File: src/rtl/core/serial_boot_image_loader_macros.svh
// Assertion macros for the serial boot image loader.
// Both macros sample on the rising edge of clk and are disabled in reset.
`ifndef SERIAL_BOOT_IMAGE_LOADER_MACROS_SVH
`define SERIAL_BOOT_IMAGE_LOADER_MACROS_SVH

`ifndef SYNTHESIS

// Check cons in the same cycle as ante
`define SBIL_ASSERT_SAME(lbl, ante, cons, msg) \
  lbl: assert property (@(posedge clk) disable iff (!rst_n) (ante) |-> (cons)) \
    else $error(msg);

// Check cons in the cycle after ante
`define SBIL_ASSERT_NEXT(lbl, ante, cons, msg) \
  lbl: assert property (@(posedge clk) disable iff (!rst_n) (ante) |=> (cons)) \
    else $error(msg);

`else

`define SBIL_ASSERT_SAME(lbl, ante, cons, msg)
`define SBIL_ASSERT_NEXT(lbl, ante, cons, msg)

`endif

`endif

File: src/rtl/core/sbil_pkg.sv
`default_nettype none

package sbil_pkg;

  // Address width of the write pointer
  localparam int ADDR_W = 32;

  // Register file
  localparam int         CFG_AW       = 3;
  localparam logic       REG_KERNEL   = 1'b0;
  localparam logic       REG_INFO     = 1'b1;
  localparam logic [31:0] KERNEL_RST  = 32'h0010_0000;
  localparam logic [31:0] INFO_RST    = 32'h000f_e000;

  // Result kinds
  localparam logic [1:0] KIND_TX    = 2'd0;
  localparam logic [1:0] KIND_WRITE = 2'd1;
  localparam logic [1:0] KIND_BOOT  = 2'd2;

  // Input functions
  localparam logic FUNC_START = 1'b0;
  localparam logic FUNC_BYTE  = 1'b1;

  // Transmit bytes
  localparam logic [7:0] TX_BREAK = 8'h03;
  localparam logic [7:0] TX_ACK   = 8'h06;

  // Protocol phases
  localparam logic [2:0] PH_SIZE1 = 3'd0;
  localparam logic [2:0] PH_DATA1 = 3'd1;
  localparam logic [2:0] PH_SIZE2 = 3'd2;
  localparam logic [2:0] PH_DATA2 = 3'd3;
  localparam logic [2:0] PH_ENTRY = 3'd4;
  localparam logic [2:0] PH_DONE  = 3'd5;

  typedef struct packed {
    logic       func;
    logic [7:0] rx_byte;
  } in_item_t;

  typedef struct packed {
    logic [1:0]  kind;
    logic [7:0]  tx_byte;
    logic [31:0] mem_addr;
    logic [7:0]  mem_data;
    logic [31:0] entry_addr;
    logic        last;
  } out_item_t;

  // Build one result with last cleared
  function automatic out_item_t mk_res(input logic [1:0] kind, input logic [7:0] tx,
                                       input logic [31:0] addr, input logic [7:0] data,
                                       input logic [31:0] entry);
    out_item_t r;
    r.kind       = kind;
    r.tx_byte    = tx;
    r.mem_addr   = addr;
    r.mem_data   = data;
    r.entry_addr = entry;
    r.last       = 1'b0;
    return r;
  endfunction

endpackage

`default_nettype wire

File: src/rtl/core/serial_boot_image_loader.sv
// Channel | Direction | Handshake            | Payload
// in      | input     | in_valid / in_ready  | sbil_pkg::in_item_t (func, rx_byte)
// out     | output    | out_valid / out_ready| sbil_pkg::out_item_t (one result)
// cfg     | input     | psel/penable/pwrite  | paddr, pwdata, prdata (pready tied high)
//
// A request is decoded when accepted and leaves zero to three results in a
// three-entry buffer that feeds the output register one result a cycle unless
// out stalls; the next request is taken as the last result leaves the buffer,
// at once if none was left. rst_n is synchronous: it clears protocol state,
// buffer count and out_valid, and restores the bases. A stall on out holds
// in_ready low until the last buffered result moves into the output register.
`default_nettype none

`include "serial_boot_image_loader_macros.svh"

module serial_boot_image_loader (
  input  wire                         clk,
  input  wire                         rst_n,
  input  wire                         in_valid,
  output logic                        in_ready,
  input  sbil_pkg::in_item_t          in_data,
  output logic                        out_valid,
  input  wire                         out_ready,
  output sbil_pkg::out_item_t         out_data,
  input  wire                         psel,
  input  wire                         penable,
  input  wire                         pwrite,
  input  wire [sbil_pkg::CFG_AW-1:0]  paddr,
  input  wire [31:0]                  pwdata,
  output logic [31:0]                 prdata,
  output logic                        pready
);
  import sbil_pkg::*;

  // Base registers
  logic [31:0] kernel_base_r;
  logic [31:0] info_base_r;

  // Protocol state
  logic [2:0]        phase_r, phase_nxt;
  logic [1:0]        slot_r, slot_nxt;
  logic [31:0]       word_r, word_nxt;
  logic [31:0]       left_r, left_nxt;
  logic [ADDR_W-1:0] wp_r, wp_nxt;

  // Result buffer and output register
  out_item_t   buf_r [3];
  out_item_t   buf_nxt [3];
  logic [1:0]  cnt_r, cnt_nxt;
  out_item_t   res [3];
  logic [1:0]  res_n;
  logic        out_valid_r;
  out_item_t   out_data_r;

  logic        accept;
  logic        move;
  logic        cfg_wr;
  logic [31:0] word_or;
  logic [31:0] size_base;
  logic        start_acc;
  logic        data_acc;

  assign accept = in_valid && in_ready;
  assign move   = (cnt_r != 2'd0) && (!out_valid_r || out_ready);
  assign cfg_wr = psel && penable && pwrite;

  // Take a new request once the buffer is empty or its last result is leaving
  assign in_ready  = (cnt_r == 2'd0) || ((cnt_r == 2'd1) && move);
  assign out_valid = out_valid_r;
  assign out_data  = out_data_r;
  assign pready    = 1'b1;
  assign prdata    = (paddr[2] == REG_INFO) ? info_base_r : kernel_base_r;

  assign start_acc = accept && (in_data.func == FUNC_START);
  assign data_acc  = accept && (in_data.func == FUNC_BYTE) &&
                     (phase_r == PH_DATA1 || phase_r == PH_DATA2);

  // Merge the incoming byte into the little-endian word
  assign word_or   = word_r | (32'(in_data.rx_byte) << {slot_r, 3'b000});
  assign size_base = (phase_r == PH_SIZE1) ? kernel_base_r : info_base_r;

  // Decode one request into its results and the next protocol state
  always_comb begin
    phase_nxt = phase_r;
    slot_nxt  = slot_r;
    word_nxt  = word_r;
    left_nxt  = left_r;
    wp_nxt    = wp_r;
    res_n     = 2'd0;
    for (int i = 0; i < 3; i++) begin
      res[i] = '0;
    end
    if (in_data.func == FUNC_START) begin
      phase_nxt = PH_SIZE1;
      slot_nxt  = 2'd0;
      word_nxt  = '0;
      left_nxt  = '0;
      wp_nxt    = '0;
      for (int i = 0; i < 3; i++) begin
        res[i] = mk_res(KIND_TX, TX_BREAK, '0, '0, '0);
      end
      res[2].last = 1'b1;
      res_n = 2'd3;
    end else begin
      case (phase_r)
        PH_SIZE1, PH_SIZE2: begin
          word_nxt = word_or;
          slot_nxt = slot_r + 2'd1;
          if (slot_r == 2'd3) begin
            left_nxt = word_or;
            word_nxt = '0;
            wp_nxt   = ADDR_W'(size_base);
            res[0]   = mk_res(KIND_TX, TX_ACK, '0, '0, '0);
            if (word_or == 32'd0) begin
              res[1]      = mk_res(KIND_TX, TX_ACK, '0, '0, '0);
              res[1].last = 1'b1;
              res_n       = 2'd2;
              phase_nxt   = (phase_r == PH_SIZE1) ? PH_SIZE2 : PH_ENTRY;
            end else begin
              res[0].last = 1'b1;
              res_n       = 2'd1;
              phase_nxt   = (phase_r == PH_SIZE1) ? PH_DATA1 : PH_DATA2;
            end
          end
        end
        PH_DATA1, PH_DATA2: begin
          res[0]   = mk_res(KIND_WRITE, '0, 32'(wp_r), in_data.rx_byte, '0);
          wp_nxt   = wp_r + ADDR_W'(1);
          left_nxt = left_r - 32'd1;
          if (left_r == 32'd1) begin
            res[1]      = mk_res(KIND_TX, TX_ACK, '0, '0, '0);
            res[1].last = 1'b1;
            res_n       = 2'd2;
            phase_nxt   = (phase_r == PH_DATA1) ? PH_SIZE2 : PH_ENTRY;
          end else begin
            res[0].last = 1'b1;
            res_n       = 2'd1;
          end
        end
        PH_ENTRY: begin
          word_nxt = word_or;
          slot_nxt = slot_r + 2'd1;
          if (slot_r == 2'd3) begin
            res[0]      = mk_res(KIND_TX, TX_ACK, '0, '0, '0);
            res[1]      = mk_res(KIND_BOOT, '0, '0, '0, word_or);
            res[1].last = 1'b1;
            res_n       = 2'd2;
            phase_nxt   = PH_DONE;
          end
        end
        default: begin
          // drop bytes after boot
        end
      endcase
    end
  end

  // Fill the buffer on a request, shift it as results leave
  always_comb begin
    cnt_nxt = cnt_r;
    for (int i = 0; i < 3; i++) begin
      buf_nxt[i] = buf_r[i];
    end
    if (accept) begin
      cnt_nxt = res_n;
      for (int i = 0; i < 3; i++) begin
        buf_nxt[i] = res[i];
      end
    end else if (move) begin
      cnt_nxt    = cnt_r - 2'd1;
      buf_nxt[0] = buf_r[1];
      buf_nxt[1] = buf_r[2];
    end
  end

  // Protocol state and base registers
  always_ff @(posedge clk) begin
    if (!rst_n) begin
      phase_r       <= PH_SIZE1;
      slot_r        <= 2'd0;
      word_r        <= '0;
      left_r        <= '0;
      wp_r          <= '0;
      kernel_base_r <= KERNEL_RST;
      info_base_r   <= INFO_RST;
    end else begin
      if (accept) begin
        phase_r <= phase_nxt;
        slot_r  <= slot_nxt;
        word_r  <= word_nxt;
        left_r  <= left_nxt;
        wp_r    <= wp_nxt;
      end
      if (cfg_wr) begin
        if (paddr[2] == REG_INFO) begin
          info_base_r <= pwdata;
        end else begin
          kernel_base_r <= pwdata;
        end
      end
    end
  end

  // Buffer count and output valid
  always_ff @(posedge clk) begin
    if (!rst_n) begin
      cnt_r       <= 2'd0;
      out_valid_r <= 1'b0;
    end else begin
      cnt_r <= cnt_nxt;
      if (move) begin
        out_valid_r <= 1'b1;
      end else if (out_ready) begin
        out_valid_r <= 1'b0;
      end
    end
  end

  // Buffer entries and output payload
  always_ff @(posedge clk) begin
    for (int i = 0; i < 3; i++) begin
      buf_r[i] <= buf_nxt[i];
    end
    if (move) begin
      out_data_r <= buf_r[0];
    end
  end

  // A start request leaves all three breaks queued
  `SBIL_ASSERT_NEXT(a_start_fill, start_acc, cnt_r == 2'd3, "start did not queue three results")
  // The newest queued result of a request carries last
  `SBIL_ASSERT_SAME(a_last_tail, cnt_r != 2'd0, buf_r[cnt_r - 2'd1].last, "queue tail lacks last")
  // Each image byte advances the write pointer by one
  `SBIL_ASSERT_NEXT(a_wp_step, data_acc, wp_r == $past(wp_r) + ADDR_W'(1), "wp did not step")

endmodule

`default_nettype wire
File: config.mk
export PLATFORM = sky130hd
export DESIGN_NAME = serial_boot_image_loader
export DESIGN_NICKNAME = d
export VERILOG_FILES = /design/src/rtl/core/sbil_pkg.sv /design/src/rtl/core/serial_boot_image_loader.sv
export VERILOG_INCLUDE_DIRS = /design/src /design/src/rtl/core
export SDC_FILE = /design/constraint.sdc
export NUM_CORES = 1
export LEC_CHECK = 0
export ABC_AREA = 0
export BUFFER_PORTS_ARGS = -buffer_cell sky130_fd_sc_hd__buf_4
export CAP_MARGIN = 20
export CORE_MARGIN = 3
export CORE_UTILIZATION = 55
export CTS_CLUSTER_DIAMETER = 100
export CTS_CLUSTER_SIZE = 30
export DETAILED_ROUTE_END_ITERATION = 6
export PLACE_DENSITY = 0.76
export SKIP_CTS_REPAIR_TIMING = 1
export SYNTH_ARGS = -nofsm -noshare
export SYNTH_HDL_FRONTEND = slang
export SYNTH_SLANG_ARGS = --single-unit
export TNS_END_PERCENT = 50
File: constraint.sdc
create_clock -name clk -period 10.95 [get_ports clk]
set_clock_uncertainty 0.15 [all_clocks]
set_input_delay 3.285 -clock clk [delete_from_list [all_inputs] [get_ports clk]]
set_output_delay 3.285 -clock clk [all_outputs]
set_load 0.01 [all_outputs]
==> metrics.txt, run 1 <==
status=complete, no violations; most frequent cells in the layout=nand2_1, dfxtp_1, a21oi_1, buf_4, edfxtp_1; final cell count without fillers=2116; sequential area share after synthesis=57.3%; die area=0.0302 mm²; Tot Pwr=0.00363 W; dpl cells=2088; GPL Wtd Cong=0.902; worst endpoint required time=7.52 ns; Period Utilization, post-route=70.5%; area delta synth->final=12.3%; Vias=12700; Hold Crit Depth=0; n_diodes=0; peak supply drop=0.124 mV; FF+latch count, synth=362; clock power share=19.9%; clk buf depth=3; Via density=5.99; setup_tns=0 ns; CTS Buf Count=16; commonest non-fill, non-tap cell in the layout=nand2_1; DP Worst Slack=3.25 ns; Crit. End Element=primary output; gr usage total=25.2%; CTS tree=done; Fill cells=2319; core box area=0.0273 mm²; register area=0.00886 mm²; Sw Share=31.2%; setup violators final=0; internal cell power=0.00250 W; Setup Crit Path Kind=in -> out; DR pass1 iterations=6; clock tree sinks=362; first-pass GRT wire length=62.7 mm; synthesized area per cell=9.39 µm²; RSZ-0062 raised after global routing=false; Area after DPL=0.0169 mm²; Worst setup SP type=input pin; nets@finish=1793; area of the multi-input gates=0.00612 mm²; Port-buffer cells=160; CP max FO=35; Die Span X=174 µm; largest net degree at the start of global routing=93; NetSw=0.00114 W; final worst slack=3.23 ns; Max Cap Violations=0; number of I/O pins=169; leakage=6.36 nW; Logic pwr share=25.5%; initial antenna violation count=0; violation count after the first detailed-route iteration=1659; antenna viol nets, final=0; post-DR wirelength/cell=18.7 µm; reg2reg path depth=11; Rows=60; post-synthesis async set-or-reset flop share=0%; ys flop type=dfxtp_1; PD cells=209 mW/mm²; Synth Warn #=0; fmax=129 MHz; drc violations=0; grt total ovfl=0; Synth area leader=edfxtp_1; fraction of layout cells with a size suffix above 1=14.7%; post-synth cell types=67; fin. max-slew vios=0; Syn Std Cell Area=0.0155 mm²; Period minus WS final=7.72 ns; number of flops mapped to enable cells by yosys=161; # H-tree levels=1; initial core utilization=56.6%; Final Hold Vio Count=0; worst-skew pair later-pin latency=0.53 ns; final WL=39.7 mm; top-area cell type share of the netlist area=31.3%; Reg clk slew, reported paths=0.11 ns; Die Ht=174 µm; arrival time worst endpoint=4.29 ns; max_slew headroom=26.3%; top post-synthesis cells by area=edfxtp_1, dfxtp_1, nand2_1; Sequential Power Share=54.6%; CTS Root Cell=clkbuf_16; Design Area, Final=0.0174 mm²; hold crit path type=reg -> reg; Slew @ Worst Pin=1.11 ns; Post-Syn Instances=1648; Detailed Place HPWL=26.5 mm; vias in the first global route=11400
==> layer usage <==
| layer | wire length, µm | up-vias | track usage, % |
|---|---|---|---|
| li1 | - | 6003 | - |
| met1 | 17700 | 5963 | 40.0 |
| met2 | 16800 | 654 | 36.4 |
| met3 | 4150 | 65 | 3.57 |
| met4 | 980 | 0 | 6.50 |
| met5 | 0 | - | 0 |
==> critical path, stage by stage <==
cell and delay [ns]:
buf_4 0.41, mux2_2 0.43, buf_4 0.15
==> Yosys cell counts (7+ instances only) <==
cell and n:
nand2_1 328, dfxtp_1 201, a21oi_1 190, edfxtp_1 161, nor2_1 130, clkbuf_1 92, o21ai_0 77, nand3_1 59
nor3_1 54, and2_1 41, mux2_2 32, inv_1 23, nor4_1 15, buf_1 14, nand4_1 14, a31oi_1 13
o32ai_1 13, or3_1 13, nand2b_1 10, o22ai_1 10, o211ai_1 9, o2bb2ai_1 9, o31ai_1 9, or2_2 9
a22o_1 8, o21a_1 8, a221oi_1 7, and3_1 7, ha_1 7
==> layout make-up <==
type,count,share of cell area (%)
Sequential cell,362,51.0
Multi-Input combinational cell,1152,35.2
Timing Repair Buffer,177,7.74
Tap cell,372,2.68
Clock buffer,26,2.64
Inverter,26,0.576
Clock inverter,1,0.173
==> kinds of logic (layout without fill, tap and decap cells) <==
logic type	count (synthesis)	in the layout	synth area share, %
DFF	362	362	57.3
buffers and inverters	138	230	3.49
and+or+nand+nor	704	704	20.5
muxes	32	32	2.33
xor gates and xnor gates	8	8	0.453
AOI/OAI and AO/OA	395	395	15.3
adders and majority gates	7	7	0.566
other	2	6	0.0485
==> path summary, 6_finish.rpt <==
path                               start  slack [ns]                      to
setup / recovery                paddr[2]        3.23              prdata[27]
hold reg to reg   buf_r[0][75]$_DFFE_PP_        0.28  out_data[75]$_DFFE_PP_
hold / removal    buf_r[0][75]$_DFFE_PP_        0.28  out_data[75]$_DFFE_PP_
setup reg to reg   cnt_r[0]$_SDFFE_PN0P_        7.14  left_r[7]$_SDFFE_PN0P_
==> stage by stage <==
stage | utilization (%) | hold WS [ns]
floorplan | - | 0.250
global placement | 61.7 | 0.250
detailed placement | 61.7 | 0.255
CTS | 63.5 | 0.280
global route | 63.6 | 0.284
finish | 63.6 | 0.279
==> flip-flops by register name (all words and copies together), names as in the netlist, 3 cells and up <==
name	cells
buf_r	116
left_r	32
wp_r	32
word_r	32
out_data	78
phase_r	3
kernel_base_r	32
info_base_r	32
==> power by group through the flow <==
| stage | Sequential (W) | Clock, W | Combinational (W) |
|---|---|---|---|
| 2_1_floorplan | 0.00210 | 0 | 0.000429 |
| 3_5_place_dp | 0.00203 | 0 | 0.000918 |
| 5_1_grt | 0.00202 | 0.000775 | 0.00101 |
| 4_1_cts | 0.00199 | 0.000729 | 0.000918 |
| 6_report | 0.00198 | 0.000724 | 0.000925 |
| 3_3_place_gp | 0.00201 | 0 | 0.000893 |
Power figures use the tool's default switching activity.
==> run 2, diff against run 1 <==
--- a/config.mk
+++ b/config.mk
@@ -10,11 +10,11 @@
 export BUFFER_PORTS_ARGS = -buffer_cell sky130_fd_sc_hd__buf_4
 export CAP_MARGIN = 20
 export CORE_MARGIN = 3
-export CORE_UTILIZATION = 55
+export CORE_UTILIZATION = 53
 export CTS_CLUSTER_DIAMETER = 100
 export CTS_CLUSTER_SIZE = 30
 export DETAILED_ROUTE_END_ITERATION = 6
-export PLACE_DENSITY = 0.76
+export PLACE_DENSITY = 0.77
 export SKIP_CTS_REPAIR_TIMING = 1
 export SYNTH_ARGS = -nofsm -noshare
 export SYNTH_HDL_FRONTEND = slang
==> constraint.sdc (replaced) <==
create_clock -name clk -period 6.85 [get_ports clk]
set_clock_uncertainty 0.15 [all_clocks]
set_input_delay 2.055 -clock clk [delete_from_list [all_inputs] [get_ports clk]]
set_output_delay 2.055 -clock clk [all_outputs]
set_load 0.01 [all_outputs]
==> metrics.txt, run 2 (same netlist as run 1, synthesis figures left out) <==
status=complete, no violations; fmax=190 MHz; Final Hold Vio Count=0; worst-skew pair later-pin latency=0.54 ns; r2r startpoint=cnt_r[0]$_SDFFE_PN0P_; clk buf depth=3; Die Ht=177 µm; leakage=6.39 nW; hold crit path type=reg -> reg; CTS tree=done; largest net degree at the start of global routing=93; max_slew headroom=23.7%; Die Span X=177 µm; Largest Register=buf_r; Period minus WS final=5.27 ns; Sw Share=31.1%; Logic pwr share=25.5%; Worst Hold Path EP=out_data[69]$_DFFE_PP_; most frequent cells in the layout=nand2_1, dfxtp_1, a21oi_1, buf_4, edfxtp_1; DR pass1 iterations=6; GPL Wtd Cong=0.908; final WL=39.4 mm; Fill cells=2409; Largest register FFs=116; worst endpoint required time=4.64 ns; hold_sp=buf_r[0][69]$_DFFE_PP_; grt total ovfl=0; fraction of layout cells with a size suffix above 1=14.8%; die area=0.0313 mm²; CP max FO=35; Setup Crit Path Kind=in -> out; clock tree sinks=362; arrival time worst endpoint=3.07 ns; Period Utilization, post-route=77.0%; Sequential Power Share=54.6%; Hold Crit Depth=0; commonest non-fill, non-tap cell in the layout=nand2_1; peak supply drop=0.233 mV; reg2reg path depth=11; CTS Root Cell=clkbuf_16; n_diodes=0; CTS Buf Count=16; Crit. End Element=primary output; NetSw=0.00181 W; post-DR wirelength/cell=18.6 µm; worst hold margin=0.270 ns; RR Endpoint=wp_r[24]$_SDFFE_PN0P_; Vias=12600; RSZ-0062 raised after global routing=false; # H-tree levels=1; drc violations=0; Worst setup SP type=input pin; area delta synth->final=12.7%; initial core utilization=54.8%; gr usage total=24.7%; nets@finish=1795; R2R setup slack=3.15 ns; Reg clk slew, reported paths=0.12 ns; antenna viol nets, final=0; Via density=5.93; final worst slack=1.58 ns; clock power share=19.9%; PD cells=333 mW/mm²; internal cell power=0.00401 W; Rows=61; setup_tns=0 ns; Port-buffer cells=160; fin. max-slew vios=0; Detailed Place HPWL=26.6 mm; Area after DPL=0.0169 mm²; first-pass GRT wire length=62.7 mm; DP Worst Slack=1.58 ns; setup violators final=0; vias in the first global route=11500; initial antenna violation count=0; Max Cap Violations=0; Layout Utilization=61.8%; number of I/O pins=169; violation count after the first detailed-route iteration=1585; core box area=0.0282 mm²; Slew @ Worst Pin=1.14 ns; Design Area, Final=0.0174 mm²
## run 2: worst max path at each step
stage	cells past startpoint	startpoint	slack, ns	end
6_report	3	paddr[2]	1.58	prdata[31]
2_1_floorplan	5	out_ready	1.40	out_data[0]$_DFFE_PP_
3_5_place_dp	3	paddr[2]	1.58	prdata[27]
3_3_place_gp	3	paddr[2]	1.61	prdata[31]
5_1_grt	3	paddr[2]	1.55	prdata[31]
4_1_cts	3	paddr[2]	1.58	prdata[27]
## run 2: stage by stage
step,instances,power [W]
final,2125,0.00581
after global routing,2125,0.00611
after global placement,2094,0.00466
after floorplan,1652,0.00404
after CTS,2123,0.00582
after detailed placement,2095,0.00470
## run 2: routing by layer
metal	part of all wire, %	track usage (%)
met5	0	0
met4	1.7	5.70
met3	11	4.87
met2	44	36.9
met1	44	37.3
## run 2: power by group through the flow
stage	clock [W]	combinational, W	sequential, W
floorplan	0	0.000686	0.00336
global placement	0	0.00144	0.00322
detailed placement	0	0.00146	0.00324
CTS	0.00117	0.00146	0.00319
global route	0.00125	0.00163	0.00323
finish	0.00116	0.00148	0.00317
## run 2: cell type report
| cell class | instances | area, µm² | area share, % |
|---|---|---|---|
| flip-flops and latches | 362 | 8860 | 50.8 |
| well taps | 378 | 473 | 2.71 |
| clock buffers | 26 | 459 | 2.63 |
| inverters | 26 | 100 | 0.574 |
| multi-input cells | 1152 | 6120 | 35.1 |
| clock inverters | 2 | 31.3 | 0.179 |
| repair buffers | 179 | 1400 | 8.05 |
## run 2: worst max-delay path, stage by stage
cell	delay, ns
buf_4	0.43
mux2_2	0.43
buf_4	0.15
==> run 3, diff against run 2 <==
--- a/config.mk
+++ b/config.mk
@@ -6,7 +6,7 @@
 export SDC_FILE = /design/constraint.sdc
 export NUM_CORES = 1
 export LEC_CHECK = 0
-export ABC_AREA = 0
+export ABC_AREA = 1
 export BUFFER_PORTS_ARGS = -buffer_cell sky130_fd_sc_hd__buf_4
 export CAP_MARGIN = 20
 export CORE_MARGIN = 3
==> constraint.sdc (replaced) <==
create_clock -name clk -period 4.8 [get_ports clk]
set_clock_uncertainty 0.15 [all_clocks]
set_input_delay 1.44 -clock clk [delete_from_list [all_inputs] [get_ports clk]]
set_output_delay 1.44 -clock clk [all_outputs]
set_load 0.01 [all_outputs]
==> metrics.txt, run 3 <==
status=complete, no violations; Layout Utilization=60.7%; Reg clk slew, reported paths=0.10 ns; Setup Crit Path Kind=in -> out; worst endpoint required time=3.21 ns; clk buf depth=3; Tot Pwr=0.00918 W; peak supply drop=0.314 mV; antenna viol nets, final=0; nets@finish=2159; first-pass GRT wire length=64.5 mm; core box area=0.0299 mm²; initial core utilization=54.3%; grt total ovfl=0; arrival time worst endpoint=2.62 ns; violation count after the first detailed-route iteration=1387; Die Ht=181 µm; CTS Root Cell=clkbuf_16; setup violators final=0; Worst setup SP type=input pin; Detailed Place HPWL=28.3 mm; drc violations=0; CTS tree=done; hold crit path type=reg -> reg; Final Hold Vio Count=0; synthesized area per cell=8.10 µm²; initial antenna violation count=0; Synth Warn #=0; GPL Wtd Cong=0.894; ys flop type=dfxtp_1; top-area cell type share of the netlist area=29.8%; Post-Syn Instances=2004; top post-synthesis cells by area=edfxtp_1, dfxtp_1, nand2_1; Vias=13600; max_slew headroom=42.1%; leakage=7.54 nW; post-synth cell types=48; Max Cap Violations=0; post-DR wirelength/cell=16.2 µm; Syn Std Cell Area=0.0162 mm²; Crit. End Element=primary output; fraction of layout cells with a size suffix above 1=11.5%; clock tree sinks=362; Period minus WS final=4.21 ns; final WL=40.4 mm; Via density=5.42; post-synthesis async set-or-reset flop share=0%; n_diodes=0; FF+latch count, synth=362; CP max FO=28; Rows=63; sequential area share after synthesis=54.6%; worst-skew pair later-pin latency=0.53 ns; Period Utilization, post-route=87.7%; most frequent cells in the layout=nand2_1, nor2_1, dfxtp_1, inv_1; commonest non-fill, non-tap cell in the layout=nand2_1; area delta synth->final=11.8%; Synth area leader=edfxtp_1; gr usage total=23.7%; Largest Register=buf_r; fmax=238 MHz; count leader, synth=nand2_1; number of flops mapped to enable cells by yosys=161; vias in the first global route=12200; number of I/O pins=169; # H-tree levels=1; Synth top cells by count=nand2_1, nor2_1, dfxtp_1, inv_1, a21oi_1; Die Span X=181 µm; Fill cells=2601; worst hold margin=0.279 ns; Slew @ Worst Pin=0.867 ns; RSZ-0062 raised after global routing=false; DR pass1 iterations=7; CTS Buf Count=16; fin. max-slew vios=0; largest net degree at the start of global routing=69; Largest register FFs=116; Port-buffer cells=160; setup_tns=0 ns; PD cells=506 mW/mm²; die area=0.0328 mm²
==> run 3: routing by layer <==
layer | share of wire (%) | routed length (µm) | GRT usage, % | vias up
met3 | 9.6 | 3870 | 4.03 | 52
met1 | 46 | 18400 | 36.2 | 6260
met2 | 43 | 17500 | 35.7 | 562
met5 | 0 | 0 | 0 | -
li1 | - | - | - | 6686
met4 | 1.7 | 690 | 4.97 | 0
==> run 3: cell type report <==
type	count	area, µm²	share of cell area [%]
tap	390	488	2.69
inverter	212	798	4.40
clock inverter	2	27.5	0.152
timing repair buffer	181	1400	7.69
sequential	362	8860	48.8
multi-input combinational	1328	6100	33.6
clock buffer	25	477	2.63
==> run 3: final timing paths <==
check / slack [ns] / from / depth (start not counted) / end
worst max register to register: 1.65 / slot_r[0]$_SDFFE_PN0P_ / 9 / wp_r[6]$_SDFFE_PN0P_
worst min register to register: 0.28 / buf_r[0][41]$_DFFE_PP_ / 0 / out_data[41]$_DFFE_PP_
worst min-delay path: 0.28 / buf_r[0][41]$_DFFE_PP_ / 0 / out_data[41]$_DFFE_PP_
worst max-delay path: 0.59 / paddr[2] / 6 / prdata[8]
==> run 3: worst max-delay path, stage by stage <==
cell and delay (ns):
buf_4 0.18, inv_2 0.35, buf_4 0.31, nand2_1 0.08, o21ai_0 0.10, buf_4 0.16
==> run 3: power by group <==
group          total [W]  switching [W]  leakage (nW)  internal [W]
clock            0.00167       0.000959         0.243      0.000713
combinational    0.00285        0.00189          4.01      0.000968
sequential       0.00465       0.000294          3.28       0.00435
==> run 3: cells by family after synthesis <==
group	Yosys count	share of synthesized area [%]
and+or+nand+nor	932	23.7
DFF	362	54.6
AOI/OAI and AO/OA	360	12.0
buffers and inverters	318	7.97
xor gates and xnor gates	23	1.24
adders and majority gates	7	0.540
other	2	0.0463
==> run 3: metrics by stage <==
step | std cells | instance area (µm²) | worst slack (ns)
3_3_place_gp | 2471 | 17600 | 0.625
6_report | 2500 | 18100 | 0.592
5_1_grt | 2500 | 18100 | 0.459
4_1_cts | 2498 | 18100 | 0.605
2_1_floorplan | 2008 | 16200 | 0.700
3_5_place_dp | 2471 | 17600 | 0.618
